[src/rtl/pbrt_pkg.sv]
package pbrt_pkg;

  // Field widths of one transaction in each direction.
  localparam int FUNC_W    = 3;
  localparam int PIECE_W   = 32;
  localparam int COUNT_W   = 7;
  localparam int OFFSET_W  = 23;
  localparam int STATUS_W  = 2;
  localparam int CHOSEN_W  = 6;
  localparam int CFG_W     = 5;

  localparam logic [CFG_W-1:0] BLK_LOG2_RESET = 5'd14;

  localparam int SLOTS_DEF      = 8;
  localparam int MAX_BLOCKS_DEF = 64;

  // Operation codes.
  localparam logic [FUNC_W-1:0] FN_ADD       = 3'd0;
  localparam logic [FUNC_W-1:0] FN_NEXT      = 3'd1;
  localparam logic [FUNC_W-1:0] FN_RECEIVED  = 3'd2;
  localparam logic [FUNC_W-1:0] FN_SHOULD_WR = 3'd3;
  localparam logic [FUNC_W-1:0] FN_REMOVE    = 3'd4;
  localparam logic [FUNC_W-1:0] FN_CLEAR_REQ = 3'd5;
  localparam logic [FUNC_W-1:0] FN_FULL      = 3'd6;
  localparam logic [FUNC_W-1:0] FN_LIST      = 3'd7;

  // Result status codes.
  localparam logic [STATUS_W-1:0] STS_DONE      = 2'd0;
  localparam logic [STATUS_W-1:0] STS_NO_PIECE  = 2'd1;
  localparam logic [STATUS_W-1:0] STS_NO_SLOT   = 2'd2;
  localparam logic [STATUS_W-1:0] STS_BAD_INDEX = 2'd3;

  // Per-block states held in the block-state memory.
  localparam logic [1:0] BS_MISSING   = 2'd0;
  localparam logic [1:0] BS_REQUESTED = 2'd1;
  localparam logic [1:0] BS_HELD      = 2'd2;

  typedef struct packed {
    logic [FUNC_W-1:0]   func;
    logic [PIECE_W-1:0]  piece_number;
    logic [COUNT_W-1:0]  block_count;
    logic [OFFSET_W-1:0] byte_offset;
  } in_item_t;

  typedef struct packed {
    logic [STATUS_W-1:0] status;
    logic                flag;
    logic                all_requested;
    logic                block_found;
    logic [CHOSEN_W-1:0] req_block;
    logic [PIECE_W-1:0]  listed_piece;
    logic                last;
  } out_item_t;

endpackage

[src/rtl/pbrt_engine.sv]
module pbrt_engine #(
  parameter int SLOTS      = pbrt_pkg::SLOTS_DEF,
  parameter int MAX_BLOCKS = pbrt_pkg::MAX_BLOCKS_DEF
) (
  input  logic                       clk,
  input  logic                       rst_n,
  input  logic                       start,
  input  pbrt_pkg::in_item_t         item,
  input  logic [pbrt_pkg::CFG_W-1:0] blk_log2,
  output logic                       idle,
  output logic                       res_valid,
  output pbrt_pkg::out_item_t        res,
  input  logic                       res_ready
);

  localparam int SW  = (SLOTS > 1) ? $clog2(SLOTS) : 1;
  localparam int SCW = $clog2(SLOTS + 1);
  localparam int BW  = (MAX_BLOCKS > 1) ? $clog2(MAX_BLOCKS) : 1;
  localparam int IW  = (BW + 1 > pbrt_pkg::COUNT_W) ? BW + 1 : pbrt_pkg::COUNT_W;
  localparam int TW  = pbrt_pkg::PIECE_W + pbrt_pkg::COUNT_W;
  localparam int SD  = 1 << (SW + BW);

  typedef enum logic [3:0] {
    ST_IDLE, ST_FIND, ST_FIND_CMP, ST_DISPATCH, ST_CLR, ST_BSCAN,
    ST_CHK1, ST_LIST, ST_LIST_OUT, ST_EMIT
  } state_t;

  state_t                            state_r, state_nxt;
  logic [pbrt_pkg::FUNC_W-1:0]       func_r, func_nxt;
  logic [pbrt_pkg::PIECE_W-1:0]      piece_r, piece_nxt;
  logic [pbrt_pkg::COUNT_W-1:0]      count_r, count_nxt;
  logic [pbrt_pkg::OFFSET_W-1:0]     bidx_r, bidx_nxt;
  logic [pbrt_pkg::COUNT_W-1:0]      nb_r, nb_nxt;
  logic [SCW-1:0]                    s_r, s_nxt;
  logic [SW-1:0]                     free_r, free_nxt;
  logic                              free_ok_r, free_ok_nxt;
  logic                              found_r, found_nxt;
  logic [IW-1:0]                     iss_r, iss_nxt;
  logic                              pend_r, pend_nxt;
  logic [BW-1:0]                     pend_idx_r, pend_idx_nxt;
  logic                              pick_ok_r, pick_ok_nxt;
  logic [BW-1:0]                     pick_r, pick_nxt;
  logic                              miss2_r, miss2_nxt;
  logic [SLOTS-1:0]                  used_r, used_nxt;
  pbrt_pkg::out_item_t               res_r, res_nxt;

  // Slot table: {block count, piece number} per slot.
  logic [TW-1:0] tbl_mem [SLOTS];
  logic [TW-1:0] tbl_rd_r;
  logic          tbl_we, tbl_re;
  logic [SW-1:0] tbl_waddr, tbl_raddr;
  logic [TW-1:0] tbl_wdata;

  // Block-state memory, addressed by {slot, block}.
  logic [1:0]       st_mem [SD];
  logic [1:0]       st_rd_r;
  logic             st_we, st_re;
  logic [SW+BW-1:0] st_waddr, st_raddr;
  logic [1:0]       st_wdata;

  logic [SW-1:0]    slot;
  logic [SW-1:0]    tgt;
  logic             used_above;
  logic             bad_idx;
  logic [pbrt_pkg::PIECE_W-1:0] rd_piece;
  logic [pbrt_pkg::COUNT_W-1:0] rd_count;
  pbrt_pkg::out_item_t          list_res;

  assign slot     = s_r[SW-1:0];
  assign tgt      = found_r ? slot : free_r;
  assign rd_piece = tbl_rd_r[pbrt_pkg::PIECE_W-1:0];
  assign rd_count = tbl_rd_r[TW-1:pbrt_pkg::PIECE_W];
  assign bad_idx  = bidx_r >= pbrt_pkg::OFFSET_W'(nb_r);
  assign idle     = (state_r == ST_IDLE);

  always_comb begin
    used_above = 1'b0;
    for (int k = 0; k < SLOTS; k++) begin
      if (SCW'(k) > s_r && used_r[k]) used_above = 1'b1;
    end
  end

  always_comb begin
    list_res              = '0;
    list_res.status       = pbrt_pkg::STS_DONE;
    list_res.flag         = 1'b1;
    list_res.listed_piece = rd_piece;
    list_res.last         = !used_above;
  end

  assign res_valid = (state_r == ST_EMIT) || (state_r == ST_LIST_OUT);
  assign res       = (state_r == ST_LIST_OUT) ? list_res : res_r;

  always_comb begin
    state_nxt    = state_r;
    func_nxt     = func_r;
    piece_nxt    = piece_r;
    count_nxt    = count_r;
    bidx_nxt     = bidx_r;
    nb_nxt       = nb_r;
    s_nxt        = s_r;
    free_nxt     = free_r;
    free_ok_nxt  = free_ok_r;
    found_nxt    = found_r;
    iss_nxt      = iss_r;
    pend_nxt     = pend_r;
    pend_idx_nxt = pend_idx_r;
    pick_ok_nxt  = pick_ok_r;
    pick_nxt     = pick_r;
    miss2_nxt    = miss2_r;
    used_nxt     = used_r;
    res_nxt      = res_r;
    tbl_we       = 1'b0;
    tbl_re       = 1'b0;
    tbl_waddr    = tgt;
    tbl_raddr    = slot;
    tbl_wdata    = {count_r, piece_r};
    st_we        = 1'b0;
    st_re        = 1'b0;
    st_waddr     = {slot, pend_idx_r};
    st_raddr     = {slot, iss_r[BW-1:0]};
    st_wdata     = pbrt_pkg::BS_MISSING;

    case (state_r)
      ST_IDLE: begin
        if (start) begin
          func_nxt     = item.func;
          piece_nxt    = item.piece_number;
          count_nxt    = item.block_count;
          bidx_nxt     = item.byte_offset >> blk_log2;
          s_nxt        = '0;
          free_ok_nxt  = 1'b0;
          found_nxt    = 1'b0;
          res_nxt      = '0;
          res_nxt.last = 1'b1;
          case (item.func)
            pbrt_pkg::FN_LIST: begin
              state_nxt = (used_r == '0) ? ST_EMIT : ST_LIST;
            end
            pbrt_pkg::FN_FULL: begin
              res_nxt.flag = &used_r;
              state_nxt    = ST_EMIT;
            end
            pbrt_pkg::FN_ADD: begin
              if (item.block_count == '0 ||
                  32'(item.block_count) > 32'(MAX_BLOCKS)) begin
                res_nxt.status = pbrt_pkg::STS_BAD_INDEX;
                state_nxt      = ST_EMIT;
              end else begin
                state_nxt = ST_FIND;
              end
            end
            default: state_nxt = ST_FIND;
          endcase
        end
      end

      ST_FIND: begin
        if (s_r == SCW'(SLOTS)) begin
          state_nxt = ST_DISPATCH;
        end else if (used_r[slot]) begin
          tbl_re    = 1'b1;
          state_nxt = ST_FIND_CMP;
        end else begin
          if (!free_ok_r) begin
            free_ok_nxt = 1'b1;
            free_nxt    = slot;
          end
          s_nxt = s_r + SCW'(1);
        end
      end

      ST_FIND_CMP: begin
        if (rd_piece == piece_r) begin
          found_nxt = 1'b1;
          nb_nxt    = rd_count;
          state_nxt = ST_DISPATCH;
        end else begin
          s_nxt     = s_r + SCW'(1);
          state_nxt = ST_FIND;
        end
      end

      ST_DISPATCH: begin
        iss_nxt     = '0;
        pend_nxt    = 1'b0;
        pick_ok_nxt = 1'b0;
        miss2_nxt   = 1'b0;
        state_nxt   = ST_EMIT;
        if (func_r == pbrt_pkg::FN_ADD) begin
          if (!found_r && !free_ok_r) begin
            res_nxt.status = pbrt_pkg::STS_NO_SLOT;
          end else begin
            tbl_we        = 1'b1;
            used_nxt[tgt] = 1'b1;
            s_nxt         = SCW'(tgt);
            res_nxt.flag  = 1'b1;
            state_nxt     = ST_CLR;
          end
        end else if (!found_r) begin
          res_nxt.status = pbrt_pkg::STS_NO_PIECE;
        end else begin
          case (func_r)
            pbrt_pkg::FN_NEXT, pbrt_pkg::FN_CLEAR_REQ: state_nxt = ST_BSCAN;
            pbrt_pkg::FN_RECEIVED: begin
              if (bad_idx) res_nxt.status = pbrt_pkg::STS_BAD_INDEX;
              else         state_nxt = ST_BSCAN;
            end
            pbrt_pkg::FN_SHOULD_WR: begin
              if (bad_idx) begin
                res_nxt.status = pbrt_pkg::STS_BAD_INDEX;
              end else begin
                st_re     = 1'b1;
                st_raddr  = {slot, bidx_r[BW-1:0]};
                state_nxt = ST_CHK1;
              end
            end
            pbrt_pkg::FN_REMOVE: used_nxt[slot] = 1'b0;
            default: ;
          endcase
        end
      end

      // Reset a freshly added slot: one block a cycle goes to missing.
      ST_CLR: begin
        st_we    = 1'b1;
        st_waddr = {slot, iss_r[BW-1:0]};
        st_wdata = pbrt_pkg::BS_MISSING;
        iss_nxt  = iss_r + IW'(1);
        if (iss_r == IW'(count_r - pbrt_pkg::COUNT_W'(1))) state_nxt = ST_EMIT;
      end

      // Walk the blocks of the slot: one read issued and one checked per cycle.
      ST_BSCAN: begin
        if (iss_r < IW'(nb_r)) begin
          st_re        = 1'b1;
          iss_nxt      = iss_r + IW'(1);
          pend_nxt     = 1'b1;
          pend_idx_nxt = iss_r[BW-1:0];
        end else begin
          pend_nxt = 1'b0;
        end
        if (pend_r) begin
          case (func_r)
            pbrt_pkg::FN_NEXT: begin
              if (st_rd_r == pbrt_pkg::BS_MISSING) begin
                if (!pick_ok_r) begin
                  pick_ok_nxt = 1'b1;
                  pick_nxt    = pend_idx_r;
                end else begin
                  miss2_nxt = 1'b1;
                end
              end
            end
            pbrt_pkg::FN_RECEIVED: begin
              if (pend_idx_r != bidx_r[BW-1:0] && st_rd_r != pbrt_pkg::BS_HELD)
                miss2_nxt = 1'b1;
            end
            default: begin
              if (st_rd_r == pbrt_pkg::BS_REQUESTED) begin
                st_we    = 1'b1;
                st_waddr = {slot, pend_idx_r};
                st_wdata = pbrt_pkg::BS_MISSING;
              end
            end
          endcase
        end else if (iss_r >= IW'(nb_r)) begin
          state_nxt = ST_EMIT;
          case (func_r)
            pbrt_pkg::FN_NEXT: begin
              if (pick_ok_r) begin
                st_we    = 1'b1;
                st_waddr = {slot, pick_r};
                st_wdata = pbrt_pkg::BS_REQUESTED;
              end
              res_nxt.block_found   = pick_ok_r;
              res_nxt.req_block     = pick_ok_r ? pbrt_pkg::CHOSEN_W'(pick_r) : '0;
              res_nxt.all_requested = !miss2_r;
            end
            pbrt_pkg::FN_RECEIVED: begin
              st_we        = 1'b1;
              st_waddr     = {slot, bidx_r[BW-1:0]};
              st_wdata     = pbrt_pkg::BS_HELD;
              res_nxt.flag = !miss2_r;
            end
            default: ;
          endcase
        end
      end

      ST_CHK1: begin
        res_nxt.flag = (st_rd_r != pbrt_pkg::BS_HELD);
        state_nxt    = ST_EMIT;
      end

      // A later occupied slot always exists while this state is reached.
      ST_LIST: begin
        if (used_r[slot]) begin
          tbl_re    = 1'b1;
          state_nxt = ST_LIST_OUT;
        end else begin
          s_nxt = s_r + SCW'(1);
        end
      end

      ST_LIST_OUT: begin
        if (res_ready) begin
          if (!used_above) begin
            state_nxt = ST_IDLE;
          end else begin
            s_nxt     = s_r + SCW'(1);
            state_nxt = ST_LIST;
          end
        end
      end

      ST_EMIT: begin
        if (res_ready) state_nxt = ST_IDLE;
      end

      default: state_nxt = ST_IDLE;
    endcase
  end

  always_ff @(posedge clk) begin
    func_r     <= func_nxt;
    piece_r    <= piece_nxt;
    count_r    <= count_nxt;
    bidx_r     <= bidx_nxt;
    nb_r       <= nb_nxt;
    s_r        <= s_nxt;
    free_r     <= free_nxt;
    free_ok_r  <= free_ok_nxt;
    found_r    <= found_nxt;
    iss_r      <= iss_nxt;
    pend_idx_r <= pend_idx_nxt;
    pick_ok_r  <= pick_ok_nxt;
    pick_r     <= pick_nxt;
    miss2_r    <= miss2_nxt;
    res_r      <= res_nxt;
    if (!rst_n) begin
      state_r <= ST_IDLE;
      used_r  <= '0;
      pend_r  <= 1'b0;
    end else begin
      state_r <= state_nxt;
      used_r  <= used_nxt;
      pend_r  <= pend_nxt;
    end
  end

  always_ff @(posedge clk) begin
    if (tbl_we) tbl_mem[tbl_waddr] <= tbl_wdata;
    if (tbl_re) tbl_rd_r <= tbl_mem[tbl_raddr];
  end

  always_ff @(posedge clk) begin
    if (st_we) st_mem[st_waddr] <= st_wdata;
    if (st_re) st_rd_r <= st_mem[st_raddr];
  end

endmodule

[src/rtl/piece_block_request_tracker_unit.sv]
// Piece block request tracker.
// Input channel (in_valid, in_stall, in_data) takes one operation per transaction:
// add a piece, pick the next missing block, record a received block, ask whether a
// block is still wanted, remove a piece, return requested blocks to missing, test
// for a full buffer, or list the occupied pieces. Results leave on the output
// channel (out_valid, out_stall, out_data); each operation gives one transaction,
// a list gives one per occupied slot (one if none is), and the final one carries last.
// The configuration channel (cfg_valid, cfg_ready, cfg_wdata) sets log2 of the
// block length and should be written only while the block is idle.
// One operation is worked at a time; in_stall stays high until its last result
// has been loaded into the output register. Full, empty list and a rejected add
// go straight to the result state. The piece search reads the table entry of each
// occupied slot, skipping free ones; add then clears its blocks at one a cycle,
// and next-block, received and clear-requested walk the piece's blocks at one a
// cycle through the single read port of the block-state memory.
// Reset marks every slot free and loads a block size of 16 KiB; no memory is
// cleared. While out_stall is high and out_valid is set, the output register holds
// its transaction and the engine waits with the next result.
module piece_block_request_tracker_unit #(
  parameter int SLOTS      = pbrt_pkg::SLOTS_DEF,
  parameter int MAX_BLOCKS = pbrt_pkg::MAX_BLOCKS_DEF
) (
  input  logic                       clk,
  input  logic                       rst_n,
  input  logic                       in_valid,
  output logic                       in_stall,
  input  pbrt_pkg::in_item_t         in_data,
  output logic                       out_valid,
  input  logic                       out_stall,
  output pbrt_pkg::out_item_t        out_data,
  input  logic                       cfg_valid,
  output logic                       cfg_ready,
  input  logic [pbrt_pkg::CFG_W-1:0] cfg_wdata
);

  logic [pbrt_pkg::CFG_W-1:0] blk_log2_r;
  logic                       out_valid_r;
  pbrt_pkg::out_item_t        out_data_r;
  logic                       eng_idle;
  logic                       res_valid;
  logic                       res_ready;
  pbrt_pkg::out_item_t        res;

  // The register can always be written; keeping writes to idle is up to software.
  assign cfg_ready = 1'b1;

  assign in_stall  = !eng_idle;

  // A new result may enter when the output register is empty or being emptied.
  assign res_ready = !out_valid_r || !out_stall;

  pbrt_engine #(
    .SLOTS      (SLOTS),
    .MAX_BLOCKS (MAX_BLOCKS)
  ) u_engine (
    .clk       (clk),
    .rst_n     (rst_n),
    .start     (in_valid && !in_stall),
    .item      (in_data),
    .blk_log2  (blk_log2_r),
    .idle      (eng_idle),
    .res_valid (res_valid),
    .res       (res),
    .res_ready (res_ready)
  );

  always_ff @(posedge clk) begin
    if (res_valid && res_ready) out_data_r <= res;
    if (!rst_n) begin
      blk_log2_r  <= pbrt_pkg::BLK_LOG2_RESET;
      out_valid_r <= 1'b0;
    end else begin
      if (cfg_valid && cfg_ready) blk_log2_r <= cfg_wdata;
      if (res_ready) out_valid_r <= res_valid;
    end
  end

  assign out_valid = out_valid_r;
  assign out_data  = out_data_r;

endmodule

[config.mk]
export PLATFORM = sky130hd
export DESIGN_NAME = piece_block_request_tracker_unit
export DESIGN_NICKNAME = d
export VERILOG_FILES = /design/src/rtl/pbrt_pkg.sv /design/src/rtl/pbrt_engine.sv /design/src/rtl/piece_block_request_tracker_unit.sv
export SDC_FILE = /design/constraint.sdc
export NUM_CORES = 2
export LEC_CHECK = 0
export BUFFER_PORTS_ARGS = -buffer_cell sky130_fd_sc_hd__buf_2
export CAP_MARGIN = 10
export CORE_ASPECT_RATIO = 0.75
export CORE_MARGIN = 2
export CORE_UTILIZATION = 36
export DETAILED_ROUTE_END_ITERATION = 7
export MAX_ROUTING_LAYER = met4
export PLACE_DENSITY = 0.57
export SYNTH_ARGS = -nofsm -noshare
export SYNTH_HDL_FRONTEND = slang
export SYNTH_SLANG_ARGS = --single-unit
export TNS_END_PERCENT = 20
[constraint.sdc]
create_clock -name clk -period 40.5 [get_ports clk]
set_input_delay 0 -clock clk [delete_from_list [all_inputs] [get_ports clk]]
set_output_delay 0 -clock clk [all_outputs]
set_load 0.01 [all_outputs]
* Word level (Yosys, flattened, before mapping) *
Memory sizes are Yosys's and may differ from the RTL's. A register that Yosys moved wholly into a read port is not among the register bits.
Cells that the tools add are included.

storage, ports and cells
  register bits after elaboration = 176
  word-level logic and storage cells = 295
  output and inout port bits = 47
  memories = 2
  input bits = 75
  memory bits (writable) = 1336

cells by class
  bitwise gates (word level) = 7
  shift operators = 1
  multiplexer cells = 125
  reduce and logical (&&, ||, !) cells = 60
  eq/ne operators = 50
  add/sub/neg operators = 3
  order comparisons = 16

memories
  memory            depth  bits a word  read ports  clocked after Yosys merged registers in  write ports  line               RTL
  u_engine.st_mem   512    2            1           1                                        1            pbrt_engine.sv:55  logic [1:0] st_mem [SD];
  u_engine.tbl_mem  8      39           1           1                                        1            pbrt_engine.sv:48  logic [TW-1:0] tbl_mem [SLOTS];

operator list
  cell                                                                            number
  4-bit 2-to-1 mux                                                                24
  6-bit 2-to-1 mux                                                                9
  1-bit 2-to-1 mux                                                                46
  44-bit 2-to-1 mux                                                               1
  8-bit 2-to-1 mux                                                                5
  4-bit case mux with 10 select lines                                             1
  32-bit == test                                                                  1
  4-bit case mux with 3 select lines                                              2
  4-bit case mux with 6 select lines                                              1
  6-bit case mux with 2 select lines                                              2
  8-bit AND reduction                                                             3
  23-bit by 7-bit >= comparator with 1-bit output                                 1
  23-bit by 5-bit >> shifter with 23-bit output                                   1
  2-bit 2-to-1 mux                                                                11
  2-bit != test, second input constant                                            11
  7-bit case mux with 3 select lines                                              1
  2-bit by 1-bit != test with 1-bit output, second input constant                 10
  1-bit case mux with 2 select lines                                              10
  9-bit 2-to-1 mux                                                                2
  4-bit by 3-bit == test with 1-bit output, second input constant                 4
  3-bit by 4-bit greater-than comparator with 1-bit output, first input constant  4
  8-bit case mux with 2 select lines                                              1
  4-bit AND reduction                                                             4
  5-bit AND reduction                                                             3
  50 further kinds                                                                104

* Depth between registers and ports, before layout *
  depth in word-level cells = 13
  mapped depth = 20
  depth with buffers taken out = 14

* By module *
A second synthesis with hierarchy kept.

unflattened totals
  cells, all modules = 5129
  area, all modules = 65096.2 µm²

modules (own cells, without submodules)
  module                            seq. area each (µm²)  cells each  instances  area an instance (µm²)
  pbrt_engine                       45003.2               5060        1          63527.2
  piece_block_request_tracker_unit  1441.4                69          1          1569.0

* Worst setup path after synthesis *
No wires, ideal clock.

  path kind = flip-flop to flip-flop
  start = register u_engine.iss_r[0]
  end = memory u_engine.st_mem[0][1], data pin
  data arrival time = 28.090 ns
  period minus slack after synthesis = 33.514 ns
  setup slack = 6.986 ns
  path buffers = 1
  required time = 35.076 ns
  cell stages (with the launch flop) = 10
  library setup time = 5.424 ns
  cells stage by stage = edfxtp_1 > clkbuf_1 > inv_1 > ha_1 > nand2b_1 > a21o_1 > a21oi_1 > o21ai_0 > nand2b_1 > nor4_1

between the ends
  word-level cells in the longest chain between the ends = 4

RTL lines
  what                            line                RTL
  from (decl)                     pbrt_engine.sv:38   logic [IW-1:0] iss_r, iss_nxt;
  from (signal assigned)          pbrt_engine.sv:335  iss_r <= iss_nxt;
  7-bit >= comparator             pbrt_engine.sv:267  end else if (iss_r >= IW'(nb_r)) begin
  2-bit 2-to-1 mux                pbrt_engine.sv:267
  2-bit 2-to-1 mux                pbrt_engine.sv:243  if (pend_r) begin
  2-bit 2-to-1 mux                pbrt_engine.sv:124  case (state_r)
  named net u_engine.st_wdata[1]  pbrt_engine.sv:59   logic [1:0] st_wdata;
  to (decl)                       pbrt_engine.sv:55

The timed path passes the listed nets, and every way through them passes these cells.

* Worst setup path after layout *
  start = register u_engine.state_r[0]
  end = register u_engine.st_rd_r[0], read port of u_engine.st_mem, data pin

between the ends
  word-level cells in the longest chain between the ends = 2
  elaborated cells on any way between the ends = 4
  those cells by class = eq/ne (2); mux (2)

RTL lines
  what                                                                                                  line                RTL
  from (decl)                                                                                           pbrt_engine.sv:28   state_t state_r, state_nxt;
  from (signal assigned)                                                                                pbrt_engine.sv:346  state_r <= state_nxt;
  4-bit by 3-bit == test with 1-bit output or 4-bit by 2-bit == test with 1-bit output (tied branches)  pbrt_engine.sv:124
  1-bit case mux with 2 select lines or 6-bit 2-to-1 mux (tied branches)                                pbrt_engine.sv:124
  to (decl)                                                                                             pbrt_engine.sv:56   logic [1:0] st_rd_r;

Parallel ways exist; a longest one is shown, timed or not.
A chain may end at the register's enable or synchronous reset.

==> results.sh <==
export IMPL_cellPowerDensity_nw_per_um2=56.8
export IMPL_h_tree_depth=4
export IMPL_start_kind="flip-flop"
export IMPL_fin_crit_ps=8150
export IMPL_use_met1_pct=31.1
export IMPL_yosys_top_cells_count="edfxtp_1 (1534), nand2_1 (791), nor2_1 (597)"
export IMPL_cts_buffers=153
export IMPL_routabilityCongestion=0.872
export IMPL_peakVddDrop_mv=0.0461
export IMPL_final_util_pct=40.9
export IMPL_netlist_area_sq_um=65300
export IMPL_worst_slew_pin_slew_ps=1420
export IMPL_grt_busiest_layer="met1"
export IMPL_end_kind="flip-flop"
export IMPL_fin_skew_ps=40.9
export IMPL_synth_top_cell_by_area="edfxtp_1"
export IMPL_place_area_sq_um=67800
export IMPL_use_met2_pct=29.3
export IMPL_setup_viol=0
export IMPL_hold_slack_ps=80.3
export IMPL_routed_wirelength_um=196000
export IMPL_drt_iter0_markers=5707
export IMPL_ys_warn_count=0
export IMPL_nFillCells=16839
export IMPL_yosysSeqAreaShare_pct=71.1
export IMPL_drt_pass1_iter_count=8
export IMPL_drc=0
export IMPL_die_y_um=373
export IMPL_synthFlopType="edfxtp_1"
export IMPL_syn_to_final_growth_pct=13.1
export IMPL_cp_required_ps=40990
export IMPL_grt_util_met3_pct=6.06
export IMPL_fmax_mhz=123
export IMPL_leakagePower_nw=22.8
export IMPL_die_w_um=496
export IMPL_synth_distinct_cells=86
export IMPL_cts_root_buf="clkbuf_16"
export IMPL_status="finished, final reports clean"
export IMPL_hp_class="primary input to flip-flop"
export IMPL_maxCapViolations=0
export IMPL_arrival_ps=8640
export IMPL_synth_nets=5041
export IMPL_overflow=0
export IMPL_post_cts_buffers=0
export IMPL_fin_tns_setup_ps=0
export IMPL_fin_nets=5131
export IMPL_max_slew_margin_rel_pct=4.44
export IMPL_rsz0062_at_grt="no"
export IMPL_finalHoldViolCount=0
export IMPL_crit_type="flip-flop to flip-flop"
export IMPL_coreArea_sq_um=180000
export IMPL_async_reset_ff_share_pct=0
export IMPL_cts_buffer_depth=3
export IMPL_wl_per_cell_um=26.0
export IMPL_die_area_sq_um=185000
export IMPL_num_vias=43290
export IMPL_num_rows=135
export IMPL_maxSlewViolCount=0
export IMPL_drive_above_1_share_pct=9.78
export IMPL_portBuffers=120
export IMPL_grt_pass1_vias=41532
export IMPL_netlist_instances=4947
export IMPL_synth_seq_cells=1553
export IMPL_dp_worst_setup_slack_ps=32620
export IMPL_fin_ws_ps=32350
export IMPL_cts_resized=0
export IMPL_post_synth_cell_area_avg_sq_um=13.2
export IMPL_drtAntennaViolNets=0
export IMPL_antenna_found_initial=14
export IMPL_synth_area_top_cells="edfxtp_1 (71%), nand2_1 (4.5%), nor2_1 (3.4%)"
export IMPL_synth_edf_count=1534
export IMPL_clock_sinks=1553
export IMPL_grt_max_degree=230
export IMPL_initial_core_util_pct=36.2
export IMPL_track_usage_pct=21.4
export IMPL_grt_pass1_wl_um=285000
export IMPL_cts_tree="built"
export IMPL_holdBufCountCts=118
export IMPL_ios=122
export IMPL_vias_per_cell=5.72
export IMPL_yosysMostFrequentCell="edfxtp_1"
export IMPL_final_area_sq_um=73800
export IMPL_crit_fanout=134
export IMPL_final_period_utilization_pct=20.1
export IMPL_dp_hpwl_um=106000
export IMPL_clk_pin_slew_ps=60
export IMPL_synth_top_area_share_pct=70.6
export IMPL_clkLatencyLatePin_ps=810
## where the power goes
group / switching [W] / internal, W
Sequential: 0.0000643 / 0.00185
Clock: 0.000631 / 0.000764
Combinational: 0.000635 / 0.000252
## path summary, 6_finish.rpt
| check | start | end | slack (ps) | cells past startpoint |
|---|---|---|---|---|
| max reg2reg | u_engine.state_r[0] | u_engine.st_rd_r[0] | 32350 | 15 |
| min reg2reg | u_engine.pend_r | u_engine.pend_r | 530 | 2 |
| max | u_engine.state_r[0] | u_engine.st_rd_r[0] | 32350 | 15 |
| min | in_data[42] | u_engine.piece_r[12] | 80 | 2 |
## area by class of cell
| class | count | area [sq um] | share of cell area, % |
|---|---|---|---|
| multi-input cells | 2973 | 17000 | 23.0 |
| well taps | 2397 | 3000 | 4.06 |
| flip-flops and latches | 1553 | 46400 | 62.9 |
| repair buffers | 319 | 2450 | 3.32 |
| clock buffers | 195 | 3990 | 5.40 |
| clock inverters | 84 | 835 | 1.13 |
| inverters | 37 | 140 | 0.190 |
| diodes | 6 | 15.0 | 0.0203 |
## cell usage in the layout, fill, tap and decap left out, types with 20 or more instances in the layout
cell type and instances:
a2111oi_0 37, a211oi_1 155, a21boi_0 22, a21oi_1 92
a22oi_1 169, a311oi_1 83, a31oi_1 95, a32oi_1 28
and2_1 44, and3_1 166, buf_2 122, buf_4 74
clkbuf_1 42, clkbuf_16 153, clkinv_1 31, clkinv_2 26
dlygate4sd3_1 118, edfxtp_1 1534, inv_1 35, mux2i_1 69
nand2_1 774, nand3_1 177, nand4_1 59, nor2_1 581
nor2b_1 22, nor3_1 23, nor4_1 20, o21ai_0 41
xnor2_1 41
## logic make-up after synthesis
group           Yosys count  share of synthesized area [%]
mux                      98                           1.76
buf+inv                 421                           3.41
other cells               1                        0.00574
flops                  1553                           71.1
simple gates           1963                           13.2
fa+ha+maj                19                          0.364
xor+xnor                 58                          0.778
compound gates          834                           9.31
## through the flow
stage / power, W / std cells
finish: 0.00419 / 7564
CTS: 0.00419 / 7555
detailed placement: 0.00280 / 7158
global placement: 0.00280 / 7157
global route: 0.00434 / 7562
floorplan: 0.00249 / 4947
## routing by layer
metal  share of wire, %  vias up  wire length, um
met3                 11      267            22100
met1                 44    21898            86700
li1                   -    18867                -
met5                  0        -                0
met2                 43     2258            83800
met4                1.9        0             3750
## worst max-delay path: stages, from the launching register on
cell       delay [ps]
dfxtp_1           690
and4bb_1          580
nand4_1           200
or4_4             620
o21ai_4           140
buf_4             610
and2_4            760
buf_4             760
buf_4             800
buf_12            530
nand3_1           160
a31oi_1           300
a2111oi_0         170
a21oi_1           180
nor4b_1           850
nand4_1           180
## state kept, by name, indices dropped and copies added (netlist names), 5 cells and up
name and flops:
u_engine.tbl_mem 312, u_engine.st_mem 1024, u_engine.tbl_rd_r 39, u_engine.res_r 11, blk_log2_r 5, u_engine.piece_r 32, u_engine.bidx_r 23, out_data 44
u_engine.count_r 7, u_engine.nb_r 7, u_engine.iss_r 7, u_engine.pick_r 6, u_engine.pend_idx_r 6, u_engine.used_r 8
(Power assumes the default switching activity.)
